### config.mk
export PLATFORM = sky130hd
export DESIGN_NAME = angle_unwrap_rpm_meter
export DESIGN_NICKNAME = d
export VERILOG_FILES = /design/src/rtl/core/aurm_pkg.sv /design/src/rtl/core/angle_unwrap_rpm_meter.sv /design/src/rtl/core/aurm_div.sv /design/src/rtl/core/aurm_dp.sv /design/src/rtl/core/aurm_ctrl.sv
export VERILOG_INCLUDE_DIRS = /design/src /design/src/rtl/core
export SDC_FILE = /design/constraint.sdc
export NUM_CORES = 1
export LEC_CHECK = 0
export ABC_AREA = 1
export BUFFER_PORTS_ARGS = -buffer_cell sky130_fd_sc_hd__buf_2
export CAP_MARGIN = 5
export CELL_PAD_IN_SITES_DETAIL_PLACEMENT = 0
export CELL_PAD_IN_SITES_GLOBAL_PLACEMENT = 2
export CORE_UTILIZATION = 35
export CTS_BUF_LIST = sky130_fd_sc_hd__clkbuf_8
export CTS_CLUSTER_SIZE = 14
export DETAILED_ROUTE_END_ITERATION = 10
export GPL_TIMING_DRIVEN = 0
export HOLD_SLACK_MARGIN = 0.02
export PLACE_DENSITY_LB_ADDON = 0.08
export SLEW_MARGIN = 10
export SYNTH_ARGS = -nofsm -noshare
export SYNTH_HDL_FRONTEND = slang
export SYNTH_SLANG_ARGS = --single-unit
### constraint.sdc
create_clock -name clk -period 4.4 [get_ports clk]
set_clock_uncertainty 0.15 [all_clocks]
set_input_delay 0.44 -clock clk [delete_from_list [all_inputs] [get_ports clk]]
set_output_delay 0.44 -clock clk [all_outputs]
set_load 0.005 [all_outputs]
### src/rtl/core/angle_unwrap_rpm_meter_macros.svh
// ----------------------------------------------------------------------------
// Assertion macros for the angle unwrap rpm meter
// Shared shorthand for concurrent checks clocked on clk, disabled in reset.
// ----------------------------------------------------------------------------
`ifndef ANGLE_UNWRAP_RPM_METER_MACROS_SVH
`define ANGLE_UNWRAP_RPM_METER_MACROS_SVH

// same-cycle implication
`define AURM_ASSERT_IMP(lbl, ante, cons) \
	lbl: assert property (@(posedge clk) disable iff (!arst_n) (ante) |-> (cons)) \
		else $error("aurm check failed");

// next-cycle implication
`define AURM_ASSERT_NXT(lbl, ante, cons) \
	lbl: assert property (@(posedge clk) disable iff (!arst_n) (ante) |=> (cons)) \
		else $error("aurm check failed");

`endif

### src/rtl/core/aurm_pkg.sv
// ----------------------------------------------------------------------------
// aurm_pkg
// Widths, register indexes, controller states and the command/status bundles.
// ----------------------------------------------------------------------------
`timescale 1ns / 1ps

package aurm_pkg;

	localparam int DEG_W = 9;    // whole degrees 0..360
	localparam int ACC_W = 25;   // signed running sum of steps
	localparam int CNT_W = 16;   // step counter
	localparam int CFG_W = 16;   // widest config register
	localparam int NUM_W = 38;   // |total| * 8000
	localparam int DEN_W = 18;   // 3 * duration

	// config register indexes
	localparam logic REG_WINDOW_SAMPLES = 1'b0;
	localparam logic REG_SAMPLE_DURATION = 1'b1;

	typedef enum logic [2:0] {
		ST_IDLE,
		ST_UPDATE,
		ST_DIV_START,
		ST_DIV,
		ST_DONE
	} aurm_state_t;

	typedef struct packed {
		logic load_deg;
		logic update;
		logic div_start;
		logic load_out;
	} aurm_cmd_t;

	typedef struct packed {
		logic have_ref;
		logic window_end;
		logic div_done;
		logic out_free;
	} aurm_status_t;

endpackage

### src/rtl/core/angle_unwrap_rpm_meter.sv
// A sample inside a window passes through intake (IDLE) and update (UPDATE).
// The sample that closes a window then runs the 38-step serial divider and
// waits in DONE for room in the output register; input is stalled meanwhile.
// A new sample is taken only after the previous one has been folded in.
// Reset (arst_n low, asynchronous): sequencer idle, window cleared, next
// sample is the reference, output empty, both config registers back to 1000.
// ----------------------------------------------------------------------------
// angle_unwrap_rpm_meter
// Unwraps 12-bit encoder angles into a degree total per window and reports
// the speed in 1/16 rpm.
// ----------------------------------------------------------------------------
`timescale 1ns / 1ps

module angle_unwrap_rpm_meter
	import aurm_pkg::*;
(
	input  logic                    clk,
	input  logic                    arst_n,
	// configuration write port
	input  logic                    cfg_we,
	input  logic                    cfg_index,
	input  logic [CFG_W-1:0]        cfg_wdata,
	// sample channel
	input  logic                    in_valid,
	output logic                    in_stall,
	input  logic [7:0]              angle_high_byte,
	input  logic [7:0]              angle_low_byte,
	// result channel
	output logic                    out_valid,
	input  logic                    out_stall,
	output logic signed [31:0]      rpm_sixteenths,
	output logic signed [ACC_W-1:0] total_degrees
);

	// Controller and datapath talk only through these two bundles.
	aurm_cmd_t    cmd;
	aurm_status_t status;

	// Sequencer: IDLE takes a sample, UPDATE folds it into the window,
	// then at window end DIV_START/DIV run the divider and DONE waits for
	// room in the output register.
	aurm_ctrl u_ctrl (
		.clk      (clk),
		.arst_n   (arst_n),
		.in_valid (in_valid),
		.status   (status),
		.cmd      (cmd),
		.in_stall (in_stall)
	);

	// Datapath: degree scaling (shift-add plus one correction for /4095),
	// unwrap and accumulate, |total|*8000 over 3*duration in a bit-serial
	// divider, signed saturation, result register. The result register lets
	// new samples in while a finished result still waits downstream.
	aurm_dp u_dp (
		.clk             (clk),
		.arst_n          (arst_n),
		.cfg_we          (cfg_we),
		.cfg_index       (cfg_index),
		.cfg_wdata       (cfg_wdata),
		.angle_high_byte (angle_high_byte),
		.angle_low_byte  (angle_low_byte),
		.cmd             (cmd),
		.status          (status),
		.out_valid       (out_valid),
		.out_stall       (out_stall),
		.rpm_sixteenths  (rpm_sixteenths),
		.total_degrees   (total_degrees)
	);

endmodule

### src/rtl/core/aurm_div.sv
// ----------------------------------------------------------------------------
// aurm_div
// Restoring unsigned divider, one quotient bit per cycle.
// ----------------------------------------------------------------------------
`timescale 1ns / 1ps

module aurm_div
	import aurm_pkg::*;
(
	input  logic             clk,
	input  logic             arst_n,
	input  logic             start,
	input  logic [NUM_W-1:0] dividend,
	input  logic [DEN_W-1:0] divisor,
	output logic [NUM_W-1:0] quotient,
	output logic             done
);

	localparam int ITER_W = $clog2(NUM_W);
	localparam logic [ITER_W-1:0] ITER_LAST = ITER_W'(NUM_W - 1);

	logic [NUM_W-1:0] dvd_q;   // dividend shifts out, quotient shifts in
	logic [DEN_W-1:0] rem_q;
	logic [DEN_W-1:0] den_q;
	logic [ITER_W-1:0] iter_q;
	logic busy_q;
	logic done_q;

	logic [DEN_W:0] trial;
	logic [DEN_W:0] trial_sub;
	logic           qbit;

	always_comb begin
		trial = {rem_q, dvd_q[NUM_W-1]};
		trial_sub = trial - {1'b0, den_q};
		qbit = (trial >= {1'b0, den_q});
	end

	always_ff @(posedge clk or negedge arst_n) begin
		if (!arst_n) begin
			busy_q <= 1'b0;
			done_q <= 1'b0;
			iter_q <= '0;
		end else begin
			done_q <= 1'b0;
			if (start) begin
				busy_q <= 1'b1;
				iter_q <= '0;
			end else if (busy_q) begin
				iter_q <= iter_q + 1'b1;
				if (iter_q == ITER_LAST) begin
					busy_q <= 1'b0;
					done_q <= 1'b1;
				end
			end
		end
	end

	always_ff @(posedge clk) begin
		if (start) begin
			dvd_q <= dividend;
			rem_q <= '0;
			den_q <= divisor;
		end else if (busy_q) begin
			dvd_q <= {dvd_q[NUM_W-2:0], qbit};
			rem_q <= qbit ? trial_sub[DEN_W-1:0] : trial[DEN_W-1:0];
		end
	end

	assign quotient = dvd_q;
	assign done = done_q;

endmodule

### src/rtl/core/aurm_dp.sv
// ----------------------------------------------------------------------------
// aurm_dp
// Datapath: config registers, angle scaling, unwrap/accumulate, rpm division,
// saturation and the output register.
// ----------------------------------------------------------------------------
`timescale 1ns / 1ps

module aurm_dp
	import aurm_pkg::*;
(
	input  logic                    clk,
	input  logic                    arst_n,
	input  logic                    cfg_we,
	input  logic                    cfg_index,
	input  logic [CFG_W-1:0]        cfg_wdata,
	input  logic [7:0]              angle_high_byte,
	input  logic [7:0]              angle_low_byte,
	input  aurm_cmd_t               cmd,
	output aurm_status_t            status,
	output logic                    out_valid,
	input  logic                    out_stall,
	output logic signed [31:0]      rpm_sixteenths,
	output logic signed [ACC_W-1:0] total_degrees
);

	localparam logic [12:0] RAW_FULL_SCALE = 13'd4095;
	localparam logic signed [10:0] HALF_TURN = 11'sd180;
	localparam logic signed [10:0] FULL_TURN = 11'sd360;

	// config
	logic [CFG_W-1:0] window_q;
	logic [CFG_W-1:0] duration_q;

	// window state
	logic [DEG_W-1:0]        deg_q;
	logic [DEG_W-1:0]        prev_q;
	logic                    have_ref_q;
	logic signed [ACC_W-1:0] acc_q;
	logic [CNT_W-1:0]        count_q;
	logic                    neg_q;

	// output register
	logic                    out_valid_q;
	logic signed [31:0]      rpm_q;
	logic signed [ACC_W-1:0] total_q;

	// raw angle -> degrees: raw*360/4095 via shift-add and one correction
	logic [11:0] raw;
	logic [20:0] raw_ext;
	logic [20:0] scaled;
	logic [8:0]  q0;
	logic [12:0] r0;
	logic [DEG_W-1:0] deg;

	always_comb begin
		raw = {angle_high_byte[3:0], angle_low_byte};
		raw_ext = {9'd0, raw};
		scaled = (raw_ext << 8) + (raw_ext << 6) + (raw_ext << 5) + (raw_ext << 3);
		q0 = scaled[20:12];
		// x - q0*4095 = low 12 bits + q0, below twice the divisor
		r0 = {1'b0, scaled[11:0]} + {4'd0, q0};
		deg = (r0 >= RAW_FULL_SCALE) ? q0 + 9'd1 : q0;
	end

	// unwrapped step
	logic signed [10:0] diff_raw;
	logic signed [10:0] diff;

	always_comb begin
		diff_raw = $signed({2'b00, deg_q}) - $signed({2'b00, prev_q});
		if (diff_raw < -HALF_TURN)
			diff = diff_raw + FULL_TURN;
		else if (diff_raw > HALF_TURN)
			diff = diff_raw - FULL_TURN;
		else
			diff = diff_raw;
	end

	logic [CNT_W:0]   cnt_inc;
	logic [CFG_W-1:0] limit;
	logic [CFG_W-1:0] dur;

	always_comb begin
		cnt_inc = {1'b0, count_q} + 17'd1;
		limit = (window_q == '0) ? CFG_W'(1) : window_q;
		dur = (duration_q == '0) ? CFG_W'(1) : duration_q;
	end

	// divider operands: |acc| * 8000 and 3 * duration
	logic [ACC_W-1:0] acc_mag;
	logic [NUM_W-1:0] mag_ext;
	logic [NUM_W-1:0] dividend;
	logic [DEN_W-1:0] divisor;

	always_comb begin
		acc_mag = acc_q[ACC_W-1] ? ACC_W'(-acc_q) : ACC_W'(acc_q);
		mag_ext = {{(NUM_W-ACC_W){1'b0}}, acc_mag};
		// 8000 = 8192 - 128 - 64
		dividend = (mag_ext << 13) - (mag_ext << 7) - (mag_ext << 6);
		divisor = {2'b00, dur} + {1'b0, dur, 1'b0};
	end

	logic [NUM_W-1:0] quot;
	logic             div_done;

	aurm_div u_div (
		.clk      (clk),
		.arst_n   (arst_n),
		.start    (cmd.div_start),
		.dividend (dividend),
		.divisor  (divisor),
		.quotient (quot),
		.done     (div_done)
	);

	// saturate to 32-bit signed
	logic        pos_over;
	logic        neg_over;
	logic [31:0] rpm_sat;

	always_comb begin
		pos_over = |quot[NUM_W-1:31];
		neg_over = (|quot[NUM_W-1:32]) || (quot[31] && (|quot[30:0]));
		if (!neg_q)
			rpm_sat = pos_over ? 32'h7FFF_FFFF : quot[31:0];
		else
			rpm_sat = neg_over ? 32'h8000_0000 : 32'(-quot[31:0]);
	end

	// config writes
	always_ff @(posedge clk or negedge arst_n) begin
		if (!arst_n) begin
			window_q <= CFG_W'(1000);
			duration_q <= CFG_W'(1000);
		end else if (cfg_we) begin
			case (cfg_index)
				REG_WINDOW_SAMPLES:  window_q <= cfg_wdata;
				REG_SAMPLE_DURATION: duration_q <= cfg_wdata;
				default: ;
			endcase
		end
	end

	// window state
	always_ff @(posedge clk or negedge arst_n) begin
		if (!arst_n) begin
			prev_q <= '0;
			have_ref_q <= 1'b0;
			acc_q <= '0;
			count_q <= '0;
		end else if (cmd.update) begin
			prev_q <= deg_q;
			if (!have_ref_q) begin
				have_ref_q <= 1'b1;
			end else begin
				acc_q <= acc_q + {{(ACC_W-11){diff[10]}}, diff};
				count_q <= cnt_inc[CNT_W-1:0];
			end
		end else if (cmd.load_out) begin
			have_ref_q <= 1'b0;
			acc_q <= '0;
			count_q <= '0;
		end
	end

	always_ff @(posedge clk or negedge arst_n) begin
		if (!arst_n) begin
			out_valid_q <= 1'b0;
		end else if (cmd.load_out) begin
			out_valid_q <= 1'b1;
		end else if (!out_stall) begin
			out_valid_q <= 1'b0;
		end
	end

	always_ff @(posedge clk) begin
		if (cmd.load_deg)
			deg_q <= deg;
		if (cmd.div_start)
			neg_q <= acc_q[ACC_W-1];
		if (cmd.load_out) begin
			rpm_q <= $signed(rpm_sat);
			total_q <= acc_q;
		end
	end

	always_comb begin
		status.have_ref = have_ref_q;
		status.window_end = (cnt_inc >= {1'b0, limit});
		status.div_done = div_done;
		status.out_free = !out_valid_q || !out_stall;
	end

	assign out_valid = out_valid_q;
	assign rpm_sixteenths = rpm_q;
	assign total_degrees = total_q;

endmodule

### src/rtl/core/aurm_ctrl.sv
// ----------------------------------------------------------------------------
// aurm_ctrl
// Sequencer: sample intake, window update, divide and result hand-off.
// ----------------------------------------------------------------------------
`timescale 1ns / 1ps

`include "angle_unwrap_rpm_meter_macros.svh"

module aurm_ctrl
	import aurm_pkg::*;
(
	input  logic         clk,
	input  logic         arst_n,
	input  logic         in_valid,
	input  aurm_status_t status,
	output aurm_cmd_t    cmd,
	output logic         in_stall
);

	aurm_state_t state_q;
	aurm_state_t state_d;

	always_ff @(posedge clk or negedge arst_n) begin
		if (!arst_n)
			state_q <= ST_IDLE;
		else
			state_q <= state_d;
	end

	always_comb begin
		state_d = state_q;
		case (state_q)
			ST_IDLE: begin
				if (in_valid)
					state_d = ST_UPDATE;
			end
			ST_UPDATE: begin
				if (status.have_ref && status.window_end)
					state_d = ST_DIV_START;
				else
					state_d = ST_IDLE;
			end
			ST_DIV_START: state_d = ST_DIV;
			ST_DIV: begin
				if (status.div_done)
					state_d = ST_DONE;
			end
			ST_DONE: begin
				if (status.out_free)
					state_d = ST_IDLE;
			end
			default: state_d = ST_IDLE;
		endcase
	end

	always_comb begin
		cmd = '0;
		in_stall = 1'b1;
		case (state_q)
			ST_IDLE: begin
				in_stall = 1'b0;
				cmd.load_deg = in_valid;
			end
			ST_UPDATE:    cmd.update = 1'b1;
			ST_DIV_START: cmd.div_start = 1'b1;
			ST_DIV:       ;
			ST_DONE:      cmd.load_out = status.out_free;
			default:      ;
		endcase
	end

	`AURM_ASSERT_NXT(a_accept_to_update, in_valid && !in_stall, state_q == ST_UPDATE)
	`AURM_ASSERT_IMP(a_no_result_overwrite, cmd.load_out, status.out_free)
	`AURM_ASSERT_IMP(a_one_cmd, 1'b1, $onehot0(cmd))
	`AURM_ASSERT_IMP(a_done_in_div, status.div_done, state_q == ST_DIV)

endmodule
After elaboration in Yosys (flattened, before gate mapping). Cells that the tools add are included. W data, S select, Z words.

Register bits after elaboration: 236. Output and inout port bits: 59. Word-level logic and storage cells: 109.

Add/subtract/negate cells: 17. Order comparisons: 5. Equality and inequality tests: 10. Multiplexer cells: 40. Bitwise operators: 1. Reduce and logical (&&, ||, !) cells: 18.

Operators by type and width (number): $mux W25 (4); $mux W32 (3); $mux W16 (5); $mux W38 (2); $sub A38 B31 Y38 (1); $sub A38 B32 Y38 (1); $logic_not A16 Y1 (2); $neg A32 Y32 (1); $reduce_or A31 Y1 (1); $add A25 B25 Y25 (1); $neg A25 Y25 (1); $mux W11 (2); $add A20 B18 Y21 (1); $add A21 B15 Y21 (1); $add A21 B17 Y21 (1); $ge A19 B18 Y1 (1); $add A16 B17 Y18 (1); $mux W18 (1); $sub A18 B18 Y18 (1); $add A16 B1 Y17 const B (1); $ge A17 B16 Y1 (1); $mux W1 (15); $pmux W3 S5 (1); $add A12 B9 Y13 (1); 28 further kinds (41).

Longest topological paths before layout. Gate-level depths: netlist (run 1).

Depth in word-level cells: 7. Mapped depth: 32. Mapped depth without buffers: 32.

By module. Synthesis (run 1) repeated with hierarchy kept, for this count alone.

Cell total of the unflattened synthesis: 2467. Area, all modules: 19149.6 µm².

By module, submodules not included: aurm_dp (times used 1, cells an instance 1858, area each 14327.5 µm², sequential area each 4129.0 µm²); aurm_div (times used 1, cells an instance 582, area each 4625.7 µm², sequential area each 2242.2 µm²); aurm_ctrl (times used 1, cells an instance 27, area each 196.4 µm², sequential area each 75.1 µm²).

Least setup slack after synthesis (run 1). OpenSTA, ideal clock, no wires.

Path kind: input port to flip-flop. From: input port angle_low_byte[6]. To: register u_dp.deg_q[5], data pin. Library setup time: 253 ps. Data arrival time: 4388 ps. Setup slack: -391 ps. Stages on the path: 23. Path buffers: 0. Cell sequence: inv_1 fa_1 fa_1 inv_1 ha_1 a21oi_1 nand3_1 a21boi_1 xor2_1 inv_1 ha_1 fa_1 nand2_1 nor2_1 o21ai_0 a21oi_1 nand3_1 a21oi_2 nand3_2 nand2_4 nand2_4 nand2_1 nand2_1.

Longest elaborated chain between the ends: 6.

RTL lines: start, declared (RTL line angle_unwrap_rpm_meter.sv:27) `input logic [7:0] angle_low_byte,`; $add A20 B18 Y21 (RTL line aurm_dp.sv:58) `scaled = (raw_ext << 8) + (raw_ext << 6) + (raw_ext << 5) + (raw_ext << 3);`; $add A21 B17 Y21 (RTL line aurm_dp.sv:58); $add A21 B15 Y21 * (RTL line aurm_dp.sv:58); $add A12 B9 Y13 (RTL line aurm_dp.sv:61) `r0 = {1'b0, scaled[11:0]} + {4'd0, q0};`; $ge A13 B12 Y1 (RTL line aurm_dp.sv:62) `deg = (r0 >= RAW_FULL_SCALE) ? q0 + 9'd1 : q0;`; $mux W9 * (RTL line aurm_dp.sv:62); via u_dp.deg[5] (RTL line aurm_dp.sv:53) `logic [DEG_W-1:0] deg;`; end signal, assigned (RTL line aurm_dp.sv:178) `deg_q <= deg;`; end, declared (RTL line aurm_dp.sv:35) `logic [DEG_W-1:0] deg_q;`.

Mark *: on every way through the listed nets, which the timed path passes. The rest lies on a longest branch. A chain may end at the register's enable or synchronous reset.

Final worst setup path (run 1).
From: register u_dp.deg_q[0]. To: register u_dp.acc_q[24].

Longest elaborated chain between the ends: 7.

RTL lines: $sub A9 B9 Y10 * (RTL line aurm_dp.sv:70) `diff_raw = $signed({2'b00, deg_q}) - $signed({2'b00, prev_q});`; $sub A11 B10 Y11 / $gt A11 B9 Y1 (equally long branches) (RTL line aurm_dp.sv:74, aurm_dp.sv:73); $mux W11 (RTL line aurm_dp.sv:73) `else if (diff_raw > HALF_TURN)`; $mux W11 * (RTL line aurm_dp.sv:71) `if (diff_raw < -HALF_TURN)`; $add A25 B25 Y25 * (RTL line aurm_dp.sv:156) `acc_q <= acc_q + {{(ACC_W-11){diff[10]}}, diff};`; $mux W25 * (RTL line aurm_dp.sv:153) `if (!have_ref_q) begin`; $mux W25 * (RTL line aurm_dp.sv:151) `end else if (cmd.update) begin`; end signal, assigned (RTL line aurm_dp.sv:156); end, declared (RTL line aurm_dp.sv:38) `logic signed [ACC_W-1:0] acc_q;`.

Mark *: on every way between the ends. The rest lies on a longest branch, timed or not. The select of a mux whose other input is x is not followed.

==> impl_metrics.csv, run 1 <==
group,metric,value,unit
outcome,outcome,"finished, violations left",
outcome,failed_checks,"setup timing",
die,die-height,233,um
setup_path,end_kind,"flop",
synth,synth.top_cell.area_share,19.8,%
drt,viasPerCell,4.91,
sta,min_period,4.55,ns
sta,hold_viol_final,0,
synth,netlist_instances,2340,
drt,drtPass1Iterations,5,
drt,drt_iter0_markers,743,
sta,fmax,220,MHz
setup_path,cp_common_cell,"nand3_2",
synth,syn_avg_cell_area,7.95,um2
cells_and_area,ff_latch_area,0.00646,mm2
setup_path,cp.arrival,4.88,ns
clock_network,ctsRootBufferMaster,"clkbuf_8",
global_route,antenna_found_initial,0,
cells_and_area,num_antenna_cells,0,
clock_network,clock_latency,0.62,ns
drt,ant_nets,0,
synth,synthMuxAreaShare,0,%
setup_path,path_class,"reg -> reg",
clock_network,cts_sinks,236,
global_route,grt_max_degree,76,
die,die_x,233,um
die,rows,84,
synth,ys_seq_area_share,34.6,%
die,io_pins,97,
synth,synth_xor_xnor_area_share,5.96,%
global_route,grt_first_pass_wirelength,84.6,mm
synth,yosys.area_share.adder,15.5,%
setup_path,cp-start-kind,"flop",
drt,drt_wl_total,53.5,mm
drt,vias,16333,
die,fp.coreArea,0.0526,mm2
synth,yosys.area_share.simple,20.5,%
synth,synth_top_area_cell,"edfxtp_1",
synth,synth_most_common_cell,"nand2_1",
cells_and_area,drive_above_1_share,23.6,%
sta,tightest_slew,0.908,ns
drt,drc_errors,0,
place,hpwl,41.2,mm
synth,syn_nets,2583,
sta,timing.final.ws_setup,-0.151,ns
sta,setup_violations,3,
global_route,grt.overflow.total,0,
clock_network,cts_buffers,46,
synth,yosysUniqueCellTypes,69,
place,place_congestion,0.860,
synth,synth_top_family_by_area,"simple AND/OR/NAND/NOR gates",
synth,synth-edff-count,123,
synth,synth_common_cells,"nand2_1, inv_1, o21ai_0",
clock_network,cts_tree,"yes",
cells_and_area,multi_input_area,0.0120,mm2
run,cap_violations,0,
cells_and_area,syn2layout_area_growth,26.2,%
place,place.port_buffers,92,
clock_network,clk_transition_reported_paths,0.06,ns
sta,drv_slew,0,
setup_path,critical_path_required,4.72,ns
synth,yosysWarnings,0,
synth,synth_flop_cell,"edfxtp_1",
sta,rsz0062_at_grt,"true",
synth,synth_compound_area_share,14.7,%
setup_path,slowest_delay,0.38,ns
global_route,grt_pass1_vias,16191,
hold_path,hp-class,"in -> async",
drt,wl_per_cell,16.1,um
global_route,grt_util_all_layers,19.6,%
clock_network,htreeDepth,2,
sta,whs,0.0978,ns
synth,synth.area.top_cells,"edfxtp_1, dfrtp_1, ha_1",
sta,slew_headroom,39.3,%
synth,async_flop_share,40.3,%
die,die-area,0.0541,mm2
setup_path,crit_fanout,6,
clock_network,clk_path_buf_depth,3,
cells_and_area,fill_cells,5376,
setup_path,cpMaxStageDelayCell,"edfxtp_1",
synth,ys_ff_latch,236,
cells_and_area,layout.nets,2842,
synth,synthesis.area,0.0186,mm2
sta,fin_crit_sh,103,%
die,start_util,35.4,%
[sequential cells by signal, summed over array words and instances (netlist names), 3 cells and up]
name,count
u_dp.u_div.quotient,38
u_dp.rpm_sixteenths,32
u_dp.acc_q,25
u_dp.total_degrees,25
u_dp.u_div.den_q,18
u_dp.u_div.rem_q,18
u_dp.count_q,16
u_dp.duration_q,16
u_dp.window_q,16
u_dp.deg_q,9
u_dp.prev_q,9
u_dp.u_div.iter_q,6
u_ctrl.state_q,3
[layout make-up]
class | instances | area share (%)
Buffer | 41 | 0.900
Tap cell | 688 | 3.66
Timing Repair Buffer | 209 | 6.52
Multi-Input combinational cell | 1685 | 51.2
Clock buffer | 49 | 2.87
Inverter | 379 | 6.23
Timing Repair inverter | 1 | 0.0320
Sequential cell | 236 | 27.5
Clock inverter | 36 | 1.05
[per-layer routing]
layer,up-vias,track usage (%),wire length [um]
li1,8334,-,-
met1,7680,25.3,24400
met2,228,33.4,25900
met3,91,2.60,1640
met4,0,6.82,1610
met5,-,0,0
[layout by cell type (no fill, tap or decap), types with 20 or more instances in the layout]
cell	n
nand2_2	44
o21ai_0	171
buf_4	88
inv_2	32
edfxtp_1	123
inv_1	342
xor2_1	69
buf_2	89
dlygate4sd3_1	21
ha_1	123
a21oi_1	104
clkbuf_1	26
nor3_1	22
nand4_1	30
xnor2_1	36
nand2_1	433
nor2_1	126
nand2_4	20
dfrtp_1	73
ha_4	29
nand3_1	90
a21oi_2	31
o21ai_1	47
fa_1	36
clkbuf_8	49
[through the flow]
step           cell area, um2  worst slack (ns)  cells  utilization [%]  setup TNS (ns)
6_report                23500            -0.151   3324             44.7          -0.274
5_1_grt                 23500            -0.424   3324             44.7           -5.21
4_1_cts                 22300            -0.209   3277             42.4           -1.14
3_5_place_dp            20100            -0.971   3123             38.3          -31.34
3_3_place_gp            20100             -1.02   3120             38.2          -30.97
2_1_floorplan           18700            -0.150   2340                -           -1.33
[worst max-delay path: cells and delay by family, from the launching register on]
family                     cells  cell delay, ns
and+or+nand+nor               18            2.02
adders and majority gates      4            0.93
buffers and inverters          5            0.52
DFF                            1            0.38
AOI/OAI and AO/OA              2            0.22
xor gates and xnor gates       1            0.18
[what timing repair did]
item,in CTS,in global routing
pin swaps,49,113
gates cloned,1,1
gates resized for setup,134,249
endpoints found under the setup margin,50,47
hold endpoints to repair,123,0
hold buffers,21,0
buffers inserted,47,46
[final timing paths]
path,start,endpoint,slack [ns],cells past startpoint
max,u_dp.deg_q[0],u_dp.acc_q[24],-0.15,30
min,arst_n,u_dp.duration_q[1],0.1,2
max reg2reg,u_dp.deg_q[0],u_dp.acc_q[24],-0.15,30
min reg2reg,u_dp.u_div.rem_q[10],u_dp.u_div.rem_q[10],0.32,2
max in group asynchronous,arst_n,u_dp.acc_q[9],3.26,3
min in group clk,cfg_index,u_dp.window_q[1],0.10,5
[logic make-up (layout without fill, tap and decap cells)]
| logic type | count (synthesis) | count (layout) |
|---|---|---|
| simple gates | 872 | 873 |
| compound gates | 482 | 482 |
| buf+inv | 420 | 715 |
| flops | 236 | 236 |
| fa+ha+maj | 205 | 205 |
| xor+xnor | 125 | 125 |
Power of run 1 is not shown: default switching activity piles up to over one toggle a cycle in this logic, so the estimate is an artifact.
==> run 2: changes to the inputs <==
--- a/config.mk
+++ b/config.mk
@@ -11,5 +11,5 @@
 export CAP_MARGIN = 5
-export CELL_PAD_IN_SITES_DETAIL_PLACEMENT = 0
-export CELL_PAD_IN_SITES_GLOBAL_PLACEMENT = 2
-export CORE_UTILIZATION = 35
+export CELL_PAD_IN_SITES_DETAIL_PLACEMENT = 1
+export CELL_PAD_IN_SITES_GLOBAL_PLACEMENT = 1
+export CORE_UTILIZATION = 44
 export CTS_BUF_LIST = sky130_fd_sc_hd__clkbuf_8
==> constraint.sdc (replaced) <==
create_clock -name clk -period 4 [get_ports clk]
set_clock_uncertainty 0.15 [all_clocks]
set_input_delay 0.8 -clock clk [delete_from_list [all_inputs] [get_ports clk]]
set_output_delay 0.8 -clock clk [all_outputs]
set_load 0.005 [all_outputs]
==> run 2 against run 1 <==
  * The run still ends with setup timing left
  * Design area is 5.6% higher
  * Flip-flop and latch count stayed put
  * Routed wire length is 38% higher
  * Cell count is 2.3% lower
==> impl_metrics.csv, run 2 (synthesis gave the netlist of run 1 again) <==
group,metric,value,unit
outcome,outcome,"finished, violations left",
outcome,failed_checks,"setup timing",
sta,hold_viol_final,0,
setup_path,crit_family,"simple AND/OR/NAND/NOR gates",
die,die-area,0.0431,mm2
setup_path,cpMaxStageDelayCell,"edfxtp_1",
setup_path,reg2reg_to,"u_dp.acc_q[23]",
drt,wl_per_cell,22.7,um
sta,rsz0062_at_grt,"true",
setup_path,reg2reg_slack,-0.94,ns
setup_path,reg2reg_depth,32,
drt,drtPass1Iterations,6,
place,place.port_buffers,92,
sta,setup-tns-final,-26.50,ns
cells_and_area,syn2layout_area_growth,33.3,%
sta,setup_violations,51,
sta,whs,0.294,ns
global_route,grt_util_all_layers,28.8,%
sta,timing.final.ws_setup,-0.942,ns
cells_and_area,num_antenna_cells,0,
setup_path,cp.buffers_inverters,6,
drt,ant_nets,0,
cells_and_area,drive_above_1_share,31.7,%
clock_network,clk_transition_reported_paths,0.07,ns
place,hpwl,43.4,mm
die,io_pins,97,
setup_path,crit_cells,32,
clock_network,cts_sinks,236,
die,die_x,208,um
setup_path,critical_path_required,4.42,ns
clock_network,clock_latency,0.65,ns
sta,fin_crit_sh,124,%
cells_and_area,mostFrequentLayoutCells,"nand2_1, inv_1, buf_4",
sta,fmax,202,MHz
sta,min_period,4.94,ns
setup_path,critPathLaunch,"u_dp.deg_q[0]",
setup_path,critPathCapture,"u_dp.acc_q[23]",
clock_network,ctsRootBufferMaster,"clkbuf_8",
sta,slew_headroom,16.9,%
global_route,grt_pass1_vias,18941,
drt,viasPerCell,5.70,
setup_path,path_class,"reg -> reg",
setup_path,end_kind,"flop",
run,cap_violations,0,
cells_and_area,final_common_cell,"nand2_1",
clock_network,cts_tree,"yes",
setup_path,cp.arrival,5.36,ns
cells_and_area,largest_reg_flops,38,
sta,drv_slew,0,
setup_path,crit_fanout,5,
drt,vias,18500,
die,rows,74,
clock_network,htreeDepth,2,
place,place_congestion,0.861,
setup_path,r2r-start,"u_dp.deg_q[0]",
drt,drt_wl_total,73.8,mm
drt,drc_errors,0,
clock_network,clk_path_buf_depth,3,
setup_path,slowest_delay,0.37,ns
drt,drt_iter0_markers,1266,
die,die-height,208,um
hold_path,hp-class,"in -> reg",
setup_path,cp-start-kind,"flop",
setup_path,cp_common_cell,"nand2_1",
clock_network,cts_buffers,45,
die,start_util,45.1,%
hold_path,hold_path_depth,3,
global_route,grt_first_pass_wirelength,99.2,mm
die,fp.coreArea,0.0413,mm2
cells_and_area,final_util,60.1,%
global_route,grt_max_degree,59,
sta,tightest_slew,1.24,ns
cells_and_area,layout.nets,2922,
global_route,grt.overflow.total,0,
global_route,antenna_found_initial,0,
-- run 2: cell count changes in the layout (fill, tap and decap cells not counted), sizes merged --
| cell | delta |
|---|---|
| clkinvlp | -3 |
| bufinv | -2 |
| buf | +102 |
| inv | +8 |
| dlygate4sd3 | -20 |
| clkinv | -6 |
| clkbuf | +1 |
-- run 2: final cells by class --
type | count | area (um2)
well taps | 532 | 666
clock buffers | 50 | 688
repair buffers | 291 | 2150
flip-flops and latches | 236 | 6460
plain buffers | 41 | 213
inverters | 379 | 1480
clock inverters | 34 | 180
multi-input cells | 1685 | 13000
fillers | 4807 | 16500
-- run 2: how the worst min path moves through the flow --
stage               slack [ns]                   end            startpoint
floorplan                 0.29  u_dp.u_div.rem_q[17]  u_dp.u_div.rem_q[17]
CTS                       0.25        u_dp.out_valid             out_stall
detailed placement        0.33  u_dp.u_div.rem_q[12]  u_dp.u_div.rem_q[12]
finish                    0.29      u_dp.window_q[7]          cfg_wdata[7]
global route              0.30    u_dp.duration_q[8]          cfg_wdata[8]
global placement          0.32  u_dp.u_div.rem_q[17]  u_dp.u_div.rem_q[17]
-- run 2: what timing repair did --
| action | in CTS | in global routing |
|---|---|---|
| pin swaps | 120 | 154 |
| gates cloned | 2 | 0 |
| hold buffers | 1 | 0 |
| gates resized for setup | 294 | 300 |
| setup endpoints to repair | 52 | 55 |
| endpoints found under the hold margin | 39 | 0 |
| buffers inserted | 118 | 80 |
-- run 2: worst register-to-register path: cells and delay by family (launching register included) --
kind	cells	cell delay, ns
AND/OR/NAND/NOR	16	1.61
adder cells (fa/ha/maj)	4	0.94
AO/OA/AOI/OAI	5	0.84
buffers and inverters	6	0.81
flip-flops	1	0.37
XOR/XNOR	1	0.20
-- run 2: per-stage QoR --
stage                     setup slack (ns)  cells  cell area, um2
after global placement               -1.54   2964           20100
after CTS                           -0.658   3170           23000
after detailed placement             -1.73   2966           20200
final                               -0.942   3248           24800
after floorplan                     -0.910   2340           19000
after global routing                 -1.11   3248           24800
-- run 2: per-layer routing --
metal  routed length [um]  part of all wire [%]  vias to the layer above  GRT usage [%]
met1                28800                    39                     9114           34.8
met2                36800                    50                      641           50.6
met3                 3150                   4.3                      297           4.19
met4                 4990                   6.8                        0           13.2
li1                     -                     -                     8448              -
met5                    0                     0                        -              0
Power of run 2 is left out for the same reason.
==> run 3: changes to the inputs <==
Settings changed: BUFFER_PORTS_ARGS -buffer_cell sky130_fd_sc_hd__buf_2 to unset, CORE_UTILIZATION 44 to 46, DONT_BUFFER_PORTS set to 1.
==> run 3 against run 2 <==
  * The flow still finishes with violations (setup timing)
  * Routed wire length grew 5.2%
  * Largest cell class unchanged
  * Sequential share of layout area grew 0.59 points
  * Fmax shrank 8.8%
  * Worst setup slack lost 0.48 ns
  * Clock-buffer cell count is the same
  * Via count grew 2.0%
==> impl_metrics.csv, run 3 (synthesis gave the netlist of run 1 again) <==
group,metric,value,unit
outcome,failed_checks,"setup timing",
cells_and_area,largest_reg_flops,38,
clock_network,ctsRootBufferMaster,"clkbuf_8",
cells_and_area,syn2layout_area_growth,30.3,%
setup_path,cp-start-kind,"flop",
die,die_x,203,um
clock_network,htreeDepth,2,
drt,drt_wl_total,77.6,mm
hold_path,hold_start,"cfg_wdata[3]",
sta,timing.final.ws_setup,-1.42,ns
cells_and_area,layout.nets,2815,
drt,wl_per_cell,24.8,um
place,dpl.cell_count,2866,
setup_path,critical_path_required,4.22,ns
drt,ant_nets,0,
sta,min_period,5.42,ns
setup_path,critPathLaunch,"u_dp.acc_q[3]",
place,place_congestion,0.900,
sta,hold_viol_final,0,
sta,slew_headroom,31.4,%
hold_path,hp-class,"in -> reg",
run,cap_violations,0,
die,rows,73,
clock_network,cts_sinks,236,
global_route,grt.overflow.total,0,
cells_and_area,fill_cells,4673,
sta,whs,0.210,ns
drt,vias,18863,
drt,drtPass1Iterations,6,
setup_path,path_class,"reg -> reg",
setup_path,cp.arrival,5.64,ns
setup_path,reg2reg_slack,-1.42,ns
clock_network,clk_transition_reported_paths,0.07,ns
cells_and_area,drive_above_1_share,28.8,%
clock_network,cts_buffers,44,
sta,tightest_slew,1.03,ns
setup_path,r2r-start,"u_dp.acc_q[3]",
setup_path,end_kind,"flop",
die,io_pins,97,
setup_path,critPathCapture,"u_dp.u_div.quotient[32]",
cells_and_area,final_common_cell,"nand2_1",
sta,setup_violations,53,
clock_network,clk_path_buf_depth,3,
place,hpwl,42.1,mm
cells_and_area,finalNonFillerCells,3134,
global_route,grt_max_degree,96,
die,fp.coreArea,0.0398,mm2
drt,drc_errors,0,
die,die-area,0.0413,mm2
sta,fmax,185,MHz
clock_network,cts_tree,"yes",
cells_and_area,mostFrequentLayoutCells,"nand2_1, inv_1, buf_4",
sta,fin_crit_sh,135,%
drt,drt_iter0_markers,1149,
drt,viasPerCell,6.02,
clock_network,clock_latency,0.65,ns
outcome,outcome,"finished, violations left",
setup_path,reg2reg_depth,20,
die,die-height,203,um
global_route,grt_util_all_layers,29.7,%
place,place.port_buffers,0,
setup_path,crit_fanout,5,
global_route,grt_first_pass_wirelength,97.4,mm
setup_path,reg2reg_to,"u_dp.u_div.quotient[32]",
global_route,grt_pass1_vias,18448,
sta,rsz0062_at_grt,"true",
global_route,antenna_found_initial,3,
sta,drv_slew,0,
die,start_util,46.7,%
## run 3: cell count changes in the layout (fill, tap and decap cells not counted), moves of 4 or more
| cell | previous run | this run |
|---|---|---|
| buf_4 | 174 | 157 |
| o21ai_0 | 140 | 136 |
| ha_2 | 8 | 4 |
| inv_4 | 9 | 3 |
| ha_1 | 112 | 116 |
| inv_1 | 331 | 339 |
| fa_2 | 6 | 13 |
| nand3_2 | 19 | 23 |
| buf_6 | 32 | 27 |
| buf_2 | 89 | 4 |
| fa_1 | 36 | 29 |
## run 3: how the worst min path moves through the flow
| stage | end | slack [ns] | cells after the start |
|---|---|---|---|
| 6_report | u_dp.duration_q[3] | 0.21 | 2 |
| 5_1_grt | u_dp.duration_q[3] | 0.19 | 2 |
| 4_1_cts | u_dp.out_valid | 0.16 | 2 |
| 3_5_place_dp | u_dp.u_div.rem_q[2] | 0.33 | 2 |
| 3_3_place_gp | u_dp.u_div.rem_q[17] | 0.31 | 2 |
| 2_1_floorplan | u_dp.u_div.rem_q[17] | 0.29 | 2 |
## run 3: metal layers
| layer | global-route usage (%) | share of wire [%] | vias up |
|---|---|---|---|
| li1 | - | - | 8243 |
| met4 | 13.3 | 7.7 | 2 |
| met5 | 0 | 0.019 | - |
| met1 | 32.9 | 36 | 9242 |
| met2 | 55.9 | 50 | 930 |
| met3 | 4.14 | 6.5 | 446 |
## run 3: repair_timing
| item | in CTS | in global routing |
|---|---|---|
| hold buffers | 2 | 0 |
| endpoints found under the hold margin | 95 | 0 |
| cloned | 1 | 1 |
| gates resized for setup | 253 | 320 |
| pin swaps | 105 | 169 |
| setup buffers | 110 | 77 |
| setup endpoints to repair | 56 | 55 |
## run 3: layout make-up
type	count	area, um2	area share, %
Clock buffer	50	688	2.84
Tap cell	525	657	2.71
Timing Repair Buffer	185	1580	6.51
Clock inverter	32	216	0.893
Sequential cell	236	6460	26.6
Inverter	379	1460	6.03
Multi-Input combinational cell	1685	13000	53.5
Antenna cell	1	2.50	0.0103
Buffer	41	216	0.893
## run 3: metrics by stage
| step | utilization (%) | setup TNS (ns) | area [um2] | setup slack, ns |
|---|---|---|---|---|
| floorplan | - | -8.84 | 19000 | -0.910 |
| global placement | 49.3 | -37.55 | 19600 | -1.44 |
| detailed placement | 49.3 | -43.56 | 19600 | -1.54 |
| CTS | 56.4 | -10.95 | 22500 | -0.572 |
| global route | 60.9 | -46.27 | 24200 | -1.47 |
| finish | 60.9 | -38.93 | 24200 | -1.42 |
## run 3: critical path: stages (launching register included)
cell and delay, ns:
dfrtp_2 0.44, nor2_4 0.16, nand3_4 0.17, nor2_4 0.18, nand4_1 0.47, buf_4 0.35
nor3_4 0.25, nor2_2 0.10, xor2_2 0.29, buf_4 0.18, fa_2 0.45, ha_4 0.32
buf_6 0.14, a21oi_4 0.14, inv_2 0.06, a31oi_4 0.19, o21ai_2 0.11, a221oi_2 0.46
nand2_1 0.22, xnor2_2 0.20, o21ai_1 0.08
Power of run 3 is left out for the same reason.
